### src/bilinear_image_sampler_assert.svh
// ----------------------------------------------------------------------------
// Assertion macros for the bilinear image sampler
// Concurrent checks clocked on i_clk, off while i_rst_n is low.
// ----------------------------------------------------------------------------
`ifndef BILINEAR_IMAGE_SAMPLER_ASSERT_SVH
`define BILINEAR_IMAGE_SAMPLER_ASSERT_SVH

// same-cycle implication
`define BIS_ASSERT_SAME(label, ante, cons, msg) \
    label: assert property (@(posedge i_clk) disable iff (!i_rst_n) (ante) |-> (cons)) \
        else $error(msg);

// next-cycle implication
`define BIS_ASSERT_NEXT(label, ante, cons, msg) \
    label: assert property (@(posedge i_clk) disable iff (!i_rst_n) (ante) |=> (cons)) \
        else $error(msg);

`endif

### src/bis_pkg.sv
// ----------------------------------------------------------------------------
// bis_pkg
// Shared widths, codes and helpers for the bilinear image sampler.
// ----------------------------------------------------------------------------
`timescale 1ns / 1ps

package bis_pkg;

    localparam int COORD_W = 18;   // signed coordinate, fixed point
    localparam int PIX_W   = 24;   // signed Q8.16 pixel
    localparam int CFG_W   = 9;    // size register width

    localparam int DEF_MAX_WIDTH  = 256;
    localparam int DEF_MAX_HEIGHT = 256;
    localparam int DEF_FRAC_BITS  = 8;

    localparam logic [CFG_W-1:0] RESET_SIZE = 9'd256;

    // request opcodes
    localparam logic OP_WRITE  = 1'b0;
    localparam logic OP_SAMPLE = 1'b1;

    // config register indexes
    localparam logic REG_WIDTH  = 1'b0;
    localparam logic REG_HEIGHT = 1'b1;

    // zero reads as one, anything above the store limit reads as the limit
    function automatic logic [CFG_W-1:0] clamp_size(input logic [CFG_W-1:0] v,
                                                    input int unsigned lim);
        logic [CFG_W-1:0] r;
        if (v == '0) begin
            r = CFG_W'(1);
        end else if (32'(v) > lim) begin
            r = CFG_W'(lim);
        end else begin
            r = v;
        end
        return r;
    endfunction

endpackage

### src/bis_lerp_unit.sv
// ----------------------------------------------------------------------------
// bis_lerp_unit
// Shared lerp datapath: registered (b-a)*t, then a + floor((p + half) / 2^F).
// ----------------------------------------------------------------------------
`timescale 1ns / 1ps

module bis_lerp_unit import bis_pkg::*; #(
    parameter int FRAC_BITS = DEF_FRAC_BITS
) (
    input  logic                    i_clk,
    input  logic                    i_mul_en,
    input  logic signed [PIX_W-1:0] i_a,
    input  logic signed [PIX_W-1:0] i_b,
    input  logic [FRAC_BITS-1:0]    i_t,
    output logic signed [PIX_W-1:0] o_lerp
);

    localparam int PW = PIX_W + FRAC_BITS + 2;
    localparam logic signed [PW-1:0] HALF = PW'(1) << (FRAC_BITS - 1);

    logic signed [PIX_W:0]       diff;
    logic signed [FRAC_BITS:0]   t_s;
    logic signed [PW-1:0]        n_prod;
    logic signed [PW-1:0]        r_prod;
    logic signed [PW-1:0]        rounded;
    logic signed [PW-1:0]        sum;

    always_comb begin
        diff   = $signed({i_b[PIX_W-1], i_b}) - $signed({i_a[PIX_W-1], i_a});
        t_s    = $signed({1'b0, i_t});
        n_prod = PW'(diff) * PW'(t_s);
    end

    always_ff @(posedge i_clk) begin
        if (i_mul_en) begin
            r_prod <= n_prod;
        end
    end

    // result always lies between a and b, so the low bits are exact
    always_comb begin
        rounded = (r_prod + HALF) >>> FRAC_BITS;
        sum     = {{(PW-PIX_W){i_a[PIX_W-1]}}, i_a} + rounded;
        o_lerp  = sum[PIX_W-1:0];
    end

endmodule

### config.mk
export PLATFORM = sky130hd
export DESIGN_NAME = bis_lerp_unit
export DESIGN_NICKNAME = d
export VERILOG_FILES = /design/src/bilinear_image_sampler_assert.svh /design/src/bis_pkg.sv /design/src/bis_lerp_unit.sv
export SDC_FILE = /design/constraint.sdc
export NUM_CORES = 1
export LEC_CHECK = 0
export BUFFER_PORTS_ARGS = -buffer_cell sky130_fd_sc_hd__buf_2
export CORE_UTILIZATION = 30
export CTS_BUF_LIST = sky130_fd_sc_hd__clkbuf_4
export DETAILED_ROUTE_END_ITERATION = 12
export PLACE_DENSITY = 0.44
export SLEW_MARGIN = 15
export SYNTH_ARGS = -nofsm -noshare
export SYNTH_HDL_FRONTEND = slang
export SYNTH_SLANG_ARGS = --single-unit
### constraint.sdc
create_clock -name i_clk -period 9.9 [get_ports i_clk]
set_input_delay 0.99 -clock i_clk [delete_from_list [all_inputs] [get_ports i_clk]]
set_output_delay 0.99 -clock i_clk [all_outputs]
set_load 0.02 [all_outputs]
[Word level (Yosys, flattened, before mapping)]
Cells that the tools add are included.
Storage, ports and cells
  register bits: 32
  output and inout bits: 24
  logic and storage cells: 5
Operators by class
  add/sub/neg operators: 3
  multiply operators: 1
Operator list (count)
  $add 32x9->32 const B: 1
  $mul 25x9->32: 1
  $sub 24x24->25: 1
  $add 24x24->24: 1

[Depth between registers and ports, before layout]
  word-level depth: 2
  gate-level depth with buffers: 29
  depth with buffers taken out: 28

[Least setup slack after synthesis]
Ideal clock, no wire load.
  kind: input -> register
  start point: input i_b[0]
  end point: register r_prod[31] (data pin)
  setup time: 0.259 ns
  arrival time: 6.936 ns
  required time: 9.641 ns
  path slack: 2.705 ns
  cell stages on the path: 28
  cells stage by stage: inv_1 ha_1 fa_1 nor2b_4 o31a_1 o41ai_4 a311oi_1 o21a_1 o21a_1 o21a_1 or3_1 buf_2 and3_1 fa_1 fa_1 fa_1 inv_1 fa_1 inv_1 ha_1 a21o_1 a21oi_1 nor2b_1 nor2_1 a211oi_1 nor4_2 o21bai_1 xnor2_1
On the way
  longest elaborated chain between the ends: 2
RTL lines
  from (decl): line bis_lerp_unit.sv:13  | input logic signed [PIX_W-1:0] i_b,
  $sub 24x24->25: line bis_lerp_unit.sv:29  | diff = $signed({i_b[PIX_W-1], i_b}) - $signed({i_a[PIX_W-1], i_a});
  $mul 25x9->32: line bis_lerp_unit.sv:31  | n_prod = PW'(diff) * PW'(t_s);
  named net n_prod[31]: line bis_lerp_unit.sv:23  | logic signed [PW-1:0] n_prod;
  to (signal assigned): line bis_lerp_unit.sv:36  | r_prod <= n_prod;
  to (decl): line bis_lerp_unit.sv:24  | logic signed [PW-1:0] r_prod;
The timed path passes the listed nets, and every way through them passes these cells.
A chain may end at the register's enable or synchronous reset.

[Final worst setup path]
Ends and elaborated chain as after synthesis.

==> impl_metrics.py <==
metrics = {
    "outcome": {
        "status": "completed",
    },
    "setup_path": {
        "startpoint_type": "input pin",
        "crit_top_cell": "fa_1",
        "crit_cells": 28,
        "slowest_stage": "a211oi_1",
        "crit_path_end_kind": "flop",
        "crit_type": "input pin to flop",
        "path_max_fanout": 8,
        "worst_ep_required_time_ns": 10.03,
        "arrival_ns": 7.88,
        "path_buf_inv": 5,
        "path_delay_family": "compound AO/OA/AOI/OAI gates",
        "critPathMaxStageDelay_ns": 0.57,
    },
    "yosys": {
        "syn-num-nets": 1546,
        "ys_ff_latch": 25,
        "synth_top_area_frac": 0.298,
        "synth_cells": 1229,
        "yosysWarnings": 0,
        "synth_largest_area_cell": "fa_1",
        "synth_edf_count": 25,
        "yosysUniqueCellTypes": 60,
        "postSynthAreaPerCell_um2": 8.32,
        "async_flop_share": 0,
        "synthTopCellsByArea": "fa_1, ha_1, inv_1",
        "netlist_area_um2": 10200,
        "synth_flop_cell": "edfxtp_1",
        "yosysSeqAreaShare": 0.0734,
    },
    "finish": {
        "drive_gt1_frac": 0.0807,
        "syn_to_final_growth_pct": 8.88,
        "largest_register_ffs": 25,
        "fin_nets": 1606,
        "reg_top3": "r_prod x25",
        "largest-register": "r_prod",
    },
    "clocking": {
        "cts_inserted_buffers": 3,
        "cts_setup_buffers": 0,
        "clockBufferDepth": 2,
        "cts_resized": 0,
        "cts_tree": "done",
        "htreeDepth": 1,
        "cts_hold_buf": 0,
        "clkSinkCount": 25,
        "clockRootBuffer": "clkbuf_4",
        "clk_pin_slew_ns": 0.17,
    },
    "route": {
        "vias": 8331,
        "vias_per_cell": 4.80,
        "totalWireLength_um": 28000,
        "drcViolationCount": 0,
        "firstDrtPassIters": 5,
        "drt-initial-drc-count": 394,
        "antenna_left": 0,
        "post_drt_wl_per_cell_um": 16.1,
    },
    "sta": {
        "fin_crit_ns": 7.75,
        "finalSetupViolations": 0,
        "slew_violations": 0,
        "fin_tns_setup_ns": 0,
        "tightest_slew_ns": 0.981,
        "fmaxAchievable_mhz": 129,
        "maxSlewHeadroom": 0.341,
        "period_share": 0.783,
        "hold_violations": 0,
        "rsz0062_at_grt": "no",
        "fin_ws_ns": 2.15,
    },
    "run": {
        "drv_cap": 0,
    },
    "min_path": {
        "min_path_cells": 1,
        "min_from": "i_mul_en",
        "min_to": "r_prod[18]$_DFFE_PP_",
        "holdCritPathClass": "input pin to flop",
    },
    "die": {
        "fp.dieH_um": 187,
        "io_pins": 82,
        "rows": 67,
        "core_um2": 33500,
        "die-width_um": 187,
        "initial_core_util": 0.305,
        "dieArea_um2": 34800,
    },
    "placed_design": {
        "port_buffers": 81,
        "dp_slack_ns": 1.68,
        "finalWeightedCongestion": 0.836,
        "hpwl_um": 23200,
    },
    "global_routing": {
        "grt_pass1_wl_um": 45900,
        "globalRouteOverflowTotal": 0,
        "antenna_found_initial": 1,
        "grt_pass1_vias": 8637,
        "grt_max_degree": 29,
        "grt_usage": 0.166,
    },
}
==> how the worst max path moves through the flow <==
| stage | from | to | slack, ns |
|---|---|---|---|
| 5_1_grt | i_b[0] | r_prod[29]$_DFFE_PP_ | 1.70 |
| 3_3_place_gp | i_b[0] | r_prod[29]$_DFFE_PP_ | 1.67 |
| 3_5_place_dp | i_b[0] | r_prod[31]$_DFFE_PP_ | 1.68 |
| 6_report | i_b[0] | r_prod[31]$_DFFE_PP_ | 2.15 |
| 2_1_floorplan | i_b[0] | r_prod[31]$_DFFE_PP_ | 2.71 |
| 4_1_cts | i_b[0] | r_prod[31]$_DFFE_PP_ | 2.08 |
==> cell usage after synthesis (all sizes together), types with 25 or more instances <==
cell type / n
nand2: 108
inv: 250
clkbuf: 27
and2: 85
a21oi: 38
nor2: 59
fa: 152
nand3: 28
ha: 107
edfxtp: 25
xnor2: 61
o21ai: 27
==> final cells by class <==
cell class	count	area, um2
fillers	3622	22400
repair buffers	86	443
diodes	1	2.50
clock inverters	1	5.00
flip-flops and latches	25	751
clock buffers	3	22.5
inverters	250	938
multi-input cells	923	8410
well taps	448	561
==> cells in the final DEF, fill, tap and decap left out, types with 8 or more instances in the layout <==
cell / count
and3_1: 15
xnor2_1: 61
ha_1: 107
a21o_1: 24
o211ai_1: 9
nor2_1: 59
nand2b_1: 11
o22ai_1: 8
buf_2: 81
edfxtp_1: 25
a211oi_1: 15
xor2_1: 22
and2_1: 85
fa_1: 152
nand3_1: 28
nand4_1: 14
nor2b_1: 21
nor3_1: 24
inv_1: 250
a31oi_1: 13
o21ai_0: 23
a21oi_1: 38
nand2_1: 108
o21a_1: 19
==> cells by family after synthesis <==
family                   share of synthesized area
AO/OA/AOI/OAI                                0.128
buffers and inverters                        0.104
flip-flops                                  0.0734
adder cells (fa/ha/maj)                      0.428
AND/OR/NAND/NOR                              0.195
XOR/XNOR                                    0.0711
==> through the flow <==
step	cells	hold WS [ns]	area (um2)	util
after floorplan	1229	1.10	10200	-
after global placement	1732	1.59	11100	0.331
after detailed placement	1732	1.61	11100	0.331
after CTS	1736	1.22	11100	0.332
after global routing	1737	1.24	11100	0.332
final	1737	1.23	11100	0.332
==> per-layer routing <==
layer / wire, um / vias up / GRT usage
met5: 0 / - / 0
met4: 420 / 0 / 0.0322
met3: 788 / 21 / 0.00865
met2: 12200 / 165 / 0.267
met1: 14600 / 4043 / 0.247
li1: - / 4102 / -
Power is not shown: default switching activity piles up to over one toggle a cycle in this logic, so the estimate is an artifact.
