**config.mk**
```make
export PLATFORM = sky130hd
export DESIGN_NAME = bis_axis
export DESIGN_NICKNAME = d
export VERILOG_FILES = /design/src/bilinear_image_sampler_assert.svh /design/src/bis_pkg.sv /design/src/bis_axis.sv
export SDC_FILE = /design/constraint.sdc
export NUM_CORES = 1
export LEC_CHECK = 0
export ABC_AREA = 1
export BUFFER_PORTS_ARGS = -buffer_cell sky130_fd_sc_hd__buf_2
export CORE_ASPECT_RATIO = 0.6
export CORE_MARGIN = 2
export CORE_UTILIZATION = 30
export DETAILED_ROUTE_END_ITERATION = 10
export GPL_TIMING_DRIVEN = 0
export SYNTH_ARGS = -nofsm -noshare
export SYNTH_HDL_FRONTEND = slang
export SYNTH_SLANG_ARGS = --single-unit
```
**constraint.sdc**
```tcl
create_clock -name vclk -period 9.86
set_input_delay 0.986 -clock vclk [all_inputs]
set_output_delay 0.986 -clock vclk [all_outputs]
set_load 0.02 [all_outputs]
```
**src/bilinear_image_sampler_assert.svh**
```systemverilog
// ----------------------------------------------------------------------------
// Assertion macros for the bilinear image sampler
// Concurrent checks clocked on i_clk, off while i_rst_n is low.
// ----------------------------------------------------------------------------
`ifndef BILINEAR_IMAGE_SAMPLER_ASSERT_SVH
`define BILINEAR_IMAGE_SAMPLER_ASSERT_SVH

// same-cycle implication
`define BIS_ASSERT_SAME(label, ante, cons, msg) \
    label: assert property (@(posedge i_clk) disable iff (!i_rst_n) (ante) |-> (cons)) \
        else $error(msg);

// next-cycle implication
`define BIS_ASSERT_NEXT(label, ante, cons, msg) \
    label: assert property (@(posedge i_clk) disable iff (!i_rst_n) (ante) |=> (cons)) \
        else $error(msg);

`endif

```
**src/bis_pkg.sv**
```systemverilog
// ----------------------------------------------------------------------------
// bis_pkg
// Shared widths, codes and helpers for the bilinear image sampler.
// ----------------------------------------------------------------------------
`timescale 1ns / 1ps

package bis_pkg;

    localparam int COORD_W = 18;   // signed coordinate, fixed point
    localparam int PIX_W   = 24;   // signed Q8.16 pixel
    localparam int CFG_W   = 9;    // size register width

    localparam int DEF_MAX_WIDTH  = 256;
    localparam int DEF_MAX_HEIGHT = 256;
    localparam int DEF_FRAC_BITS  = 8;

    localparam logic [CFG_W-1:0] RESET_SIZE = 9'd256;

    // request opcodes
    localparam logic OP_WRITE  = 1'b0;
    localparam logic OP_SAMPLE = 1'b1;

    // config register indexes
    localparam logic REG_WIDTH  = 1'b0;
    localparam logic REG_HEIGHT = 1'b1;

    // zero reads as one, anything above the store limit reads as the limit
    function automatic logic [CFG_W-1:0] clamp_size(input logic [CFG_W-1:0] v,
                                                    input int unsigned lim);
        logic [CFG_W-1:0] r;
        if (v == '0) begin
            r = CFG_W'(1);
        end else if (32'(v) > lim) begin
            r = CFG_W'(lim);
        end else begin
            r = v;
        end
        return r;
    endfunction

endpackage

```
**src/bis_axis.sv**
```systemverilog
// ----------------------------------------------------------------------------
// bis_axis
// Half-pixel offset, clamp to edge, neighbour indexes and fraction per axis.
// ----------------------------------------------------------------------------
`timescale 1ns / 1ps

module bis_axis import bis_pkg::*; #(
    parameter int SIZE_MAX  = DEF_MAX_WIDTH,
    parameter int FRAC_BITS = DEF_FRAC_BITS
) (
    input  logic signed [COORD_W-1:0]           i_coord,
    input  logic        [CFG_W-1:0]             i_size,
    output logic        [$clog2(SIZE_MAX)-1:0]  o_i0,
    output logic        [$clog2(SIZE_MAX)-1:0]  o_i1,
    output logic        [FRAC_BITS-1:0]         o_frac
);

    localparam int IW = $clog2(SIZE_MAX);
    localparam int UW = (COORD_W + 1 > CFG_W + FRAC_BITS + 1) ?
                        COORD_W + 1 : CFG_W + FRAC_BITS + 1;
    localparam logic signed [UW-1:0] HALF = UW'(1) << (FRAC_BITS - 1);

    logic signed [UW-1:0] c_ext;
    logic signed [UW-1:0] u;
    logic signed [UW-1:0] hi;
    logic signed [UW-1:0] uc;
    logic        [UW-1:0] i0_full;
    logic        [UW-1:0] i0_inc;
    logic        [UW-1:0] last;

    always_comb begin
        c_ext   = {{(UW-COORD_W){i_coord[COORD_W-1]}}, i_coord};
        u       = c_ext - HALF;
        last    = UW'(i_size - CFG_W'(1));
        hi      = $signed(last << FRAC_BITS);
        if (u[UW-1]) begin
            uc = '0;
        end else if (u > hi) begin
            uc = hi;
        end else begin
            uc = u;
        end
        i0_full = $unsigned(uc) >> FRAC_BITS;
        i0_inc  = i0_full + UW'(1);
        o_i0    = i0_full[IW-1:0];
        o_i1    = (i0_full == last) ? i0_full[IW-1:0] : i0_inc[IW-1:0];
        o_frac  = uc[FRAC_BITS-1:0];
    end

endmodule

```
; Word-level counts from Yosys, hierarchy flattened
; Index checks and enable logic that the tools add are counted.
[op_classes]
n_lt_le_gt_ge = 1
muxes = 3
eq_ne = 1
add_sub_neg = 3
[op_table]
columns = op, count
row1 = $mux W19, 2
row2 = $eq A11 B19 Y1, 1
row3 = $gt A19 B18 Y1, 1
row4 = $sub A18 B9 Y19 const B, 1
row5 = $sub A9 B1 Y10 const B, 1
row6 = $add A8 B1 Y8 const B, 1
row7 = $mux W8, 1
[word_totals]
reg_bits = 0
inputBits = 27
word_cells = 8
out_inout_bits = 24

; Longest topological paths before layout
[logic_depth]
word_depth = 6
mapped_depth = 27

; Worst setup path before layout
; Ideal clock, no wire load.
[synth_path]
path_kind = input to output
startpoint = in i_coord[7]
endpoint = out o_i1[4]
path_stages = 24
t_required_ps = 8874
path_slack_ps = 4768
path_buffers = 1
arrival_time_ps = 4106
cell_sequence = inv_1 > ha_1 > nand2_1 > nor3_4 > xor2_2 > inv_1 > ha_1 > nand2_1 > inv_1 > nand2_1 > nand2_1 > nand2_1 > nand4_1 > nand3_4 > buf_4 > o211ai_1 > inv_1 > ha_1 > inv_1 > nor3_1 > nand2_1 > xnor2_1 > nand2_1 > nand2_1
[synth_via]
elab_chain_cells = 6
elab_cells_between_ends = 7
cone_classes = 2 x add/sub / 1 x order compare / 1 x eq/ne / 3 x mux
[synth_lines]
columns = element, line_no
row1 = "start, declared", bis_axis.sv:11  ; input logic signed [COORD_W-1:0] i_coord,
row2 = $sub A18 B9 Y19 *, bis_axis.sv:33  ; u = c_ext - HALF;
row3 = $gt A19 B18 Y1, bis_axis.sv:38  ; end else if (u > hi) begin
row4 = $mux W19, bis_axis.sv:38
row5 = $mux W19 *, bis_axis.sv:36  ; if (u[UW-1]) begin
row6 = named net o_i0[1], bis_axis.sv:13  ; output logic [$clog2(SIZE_MAX)-1:0] o_i0,
row7 = $add A8 B1 Y8 / $eq A11 B19 Y1 (equally long branches), "bis_axis.sv:44, bis_axis.sv:46"
row8 = $mux W8 *, bis_axis.sv:46  ; o_i1 = (i0_full == last) ? i0_full[IW-1:0] : i0_inc[IW-1:0];
row9 = "end, declared", bis_axis.sv:14  ; output logic [$clog2(SIZE_MAX)-1:0] o_i1,
; Mark *: on every way through the listed nets, which the timed path passes. The rest lies on a longest branch.

; Final worst setup path
[layout_path]
startpoint = in i_size[0]
endpoint = out o_i1[4]
[layout_via]
elab_chain_cells = 6
elab_cells_between_ends = 7
cone_classes = 2 x add/sub / 1 x order compare / 1 x eq/ne / 3 x mux
[layout_lines]
columns = element, line_no
row1 = "start, declared", bis_axis.sv:12  ; input logic [CFG_W-1:0] i_size,
row2 = $sub A9 B1 Y10 *, bis_axis.sv:34  ; last = UW'(i_size - CFG_W'(1));
row3 = $gt A19 B18 Y1, bis_axis.sv:38
row4 = $mux W19, bis_axis.sv:38
row5 = $mux W19, bis_axis.sv:36
row6 = $add A8 B1 Y8 / $eq A11 B19 Y1 (equally long branches), "bis_axis.sv:44, bis_axis.sv:46"
row7 = $mux W8 *, bis_axis.sv:46
; Every way passes the cells marked *; elsewhere a longest branch is shown, timed or not.

==> qor.yml <==
yosys:
  synth_sequential_area_ratio: 0
  number_of_library_cell_types_mapped_by_synthesis: 29
  syn_area_per_cell_um2: 5.532
  syn-num-nets: 321
  synthesized_instance_count: 280
  synth-warning-count: 0
  syn_area_um2: 1549
global_route:
  first_global_vias: 1571
  antenna_violations_before_repair: 0
  grt_pass1_wl_um: 7486
  globalRouteTotalUtil: 0.1552
  grt_start_max_net_pins: 11
  global_route.overflow_total: 0
power:
  leakage_nw: 1.121
  internal_power_w: 0.00003598
  net_sw_frac: 0.6668
  comb_power_share: 1.000
  power.share.sequential: 0
  powerDensity_nw_per_um2: 57.22
  power.ir.vdd_worst_v: 0.00001889
  switching_power_w: 0.00007198
  clock_network_fraction_of_total_power: 0
sta:
  hold_violations: 0
  pnr_worst_setup_slack_ps: 4129
  grt_setup_unrepaired: "no"
  min_period_over_period: 0.5812
  finalHoldWorstSlack_ps: 2284
  clock.fmax_mhz: 174.5
  slew-limit-headroom: 0.7007
  final_max_slew_viol_count: 0
  setup_viol_count_final: 0
  final.min_clock_period_ps: 5731
  worst_slew_pin_slew_ps: 445.7
  setup_tns_ps: 0
die:
  num_io_pins: 51
  effective_utilization_at_floorplan: 0.3080
  die_width_um: 96.77
  design.core.area_um2: 5030
  fp.dieH_um: 59.66
  fp.dieArea_um2: 5773
  num_rows: 20
critical_path:
  worstSetupStartpointType: "input pin"
  critical-path-top-cell-by-count: "nand2_1"
  crit_path_end_kind: "output port"
  critical_path_arrival_ps: 4750
  critPathLaunch: "i_size[0]"
  highest_net_fanout_along_the_worst_path: 10
  required_ps: 8870
  worst-setup-path-type: "in2out"
  critPathSlowestCell: "xor2_1"
  critPathMaxStageDelay_ps: 380
finish:
  nNetsFinal: 374
  sequential_cell_area_um2: 0
  post_route_cells_drive_above_1_share: 0.2628
  area_growth_pct: 21.81
  layout_common_cells: "85 x nand2_1, 51 x inv_1, 51 x buf_2"
  ff_latch_count: 0
  layout.cell_area.non_filler_um2: 1887
  antenna_cells_inserted: 0
  clockBufferCount: 0
  layout.cells.most_common: "nand2_1"
clock_tree:
  cells_resized_by_post_cts_repair: 0
  number_of_buffers_inserted_by_post_cts_setup_repair: 0
  post_cts_hold_buffer_count: 0
place:
  dpl_cell_area_um2: 1887
  finalWeightedCongestion: 0.8781
  dp.final_hpwl_um: 3825
  io_buffer_count: 51
  placement.setup.worst_slack_ps: 4193
hold_path:
  hold_path_class: "in2out"
  min-delay-start: "i_coord[7]"
status:
  run_status: "finished clean"
flow_run:
  max-cap-violations: 0
route:
  antenna_left: 0
  detailedRoute.firstIterationViolations: 110
  via_count: 1800
  detail_route.wl_per_cell_um: 11.07
  routed_wl_um: 4393
  drtPass1Iterations: 4
  via_per_inst: 4.534
  remaining_drc_errors: 0
-- final timing paths --
| path | endpoint | slack (ps) | cells past startpoint |
|---|---|---|---|
| max | o_i1[4] | 4130 | 25 |
| min | o_frac[7] | 2280 | 3 |
-- worst max-delay path, delay by kind of cell --
| family | cells | cell delay, ps |
|---|---|---|
| AND/OR/NAND/NOR | 12 | 1500 |
| buffers and inverters | 7 | 830 |
| adder cells (fa/ha/maj) | 3 | 740 |
| XOR/XNOR | 2 | 530 |
| AO/OA/AOI/OAI | 1 | 150 |
-- per-stage QoR --
stage          instances  utilization   power (W)
3_5_place_dp         397       0.3751   0.0001075
2_1_floorplan        280            -  0.00007631
5_1_grt              397       0.3751   0.0001211
6_report             397       0.3751   0.0001080
3_3_place_gp         397       0.3751   0.0001063
4_1_cts              397       0.3751   0.0001078
-- logic make-up (layout without fill, tap and decap cells) --
logic type | Yosys count | in the layout | share of synthesized area
fa+ha+maj | 14 | 14 | 0.1131
buf+inv | 60 | 111 | 0.1575
simple gates | 180 | 180 | 0.5856
compound gates | 10 | 10 | 0.04846
xor+xnor | 16 | 16 | 0.09531
-- power groups by stage --
stage	Clock [W]	Combinational (W)	Sequential, W
floorplan	0	0.0000763	0
global placement	0	0.000106	0
detailed placement	0	0.000107	0
CTS	0	0.000108	0
global route	0	0.000121	0
finish	0	0.000108	0
-- synth_stat cells, types with 2 or more instances --
master	count	share of area
nand2_1	85	0.21
inv_1	51	0.12
nor2_1	33	0.080
nand4_1	23	0.093
ha_1	14	0.11
nand3_1	12	0.039
xor2_1	11	0.062
nor2_4	8	0.058
inv_2	5	0.012
nand2_2	5	0.020
xnor2_1	4	0.023
a21oi_1	3	0.0097
buf_4	3	0.015
nor3_1	3	0.0097
nand2_4	2	0.015
nand3_2	2	0.013
nand3_4	2	0.023
nor2_2	2	0.0081
o21ai_0	2	0.0065
-- cell type report --
type                       instances  area [um^2]
fill                             568         3143
multi-input combinational        220         1305
timing repair buffer              51        255.2
inverter                          56        210.2
tap                               66        82.58
buffer                             4        33.78
-- layer usage --
layer  GRT usage  part of all wire  vias up
met5           0                 0        -
met4           0                 0        0
met3     0.01988             0.059        0
met2      0.2242              0.37       38
met1      0.2544              0.57      784
li1            -                 -      978
No activity file was read; power rests on OpenSTA's default activity.
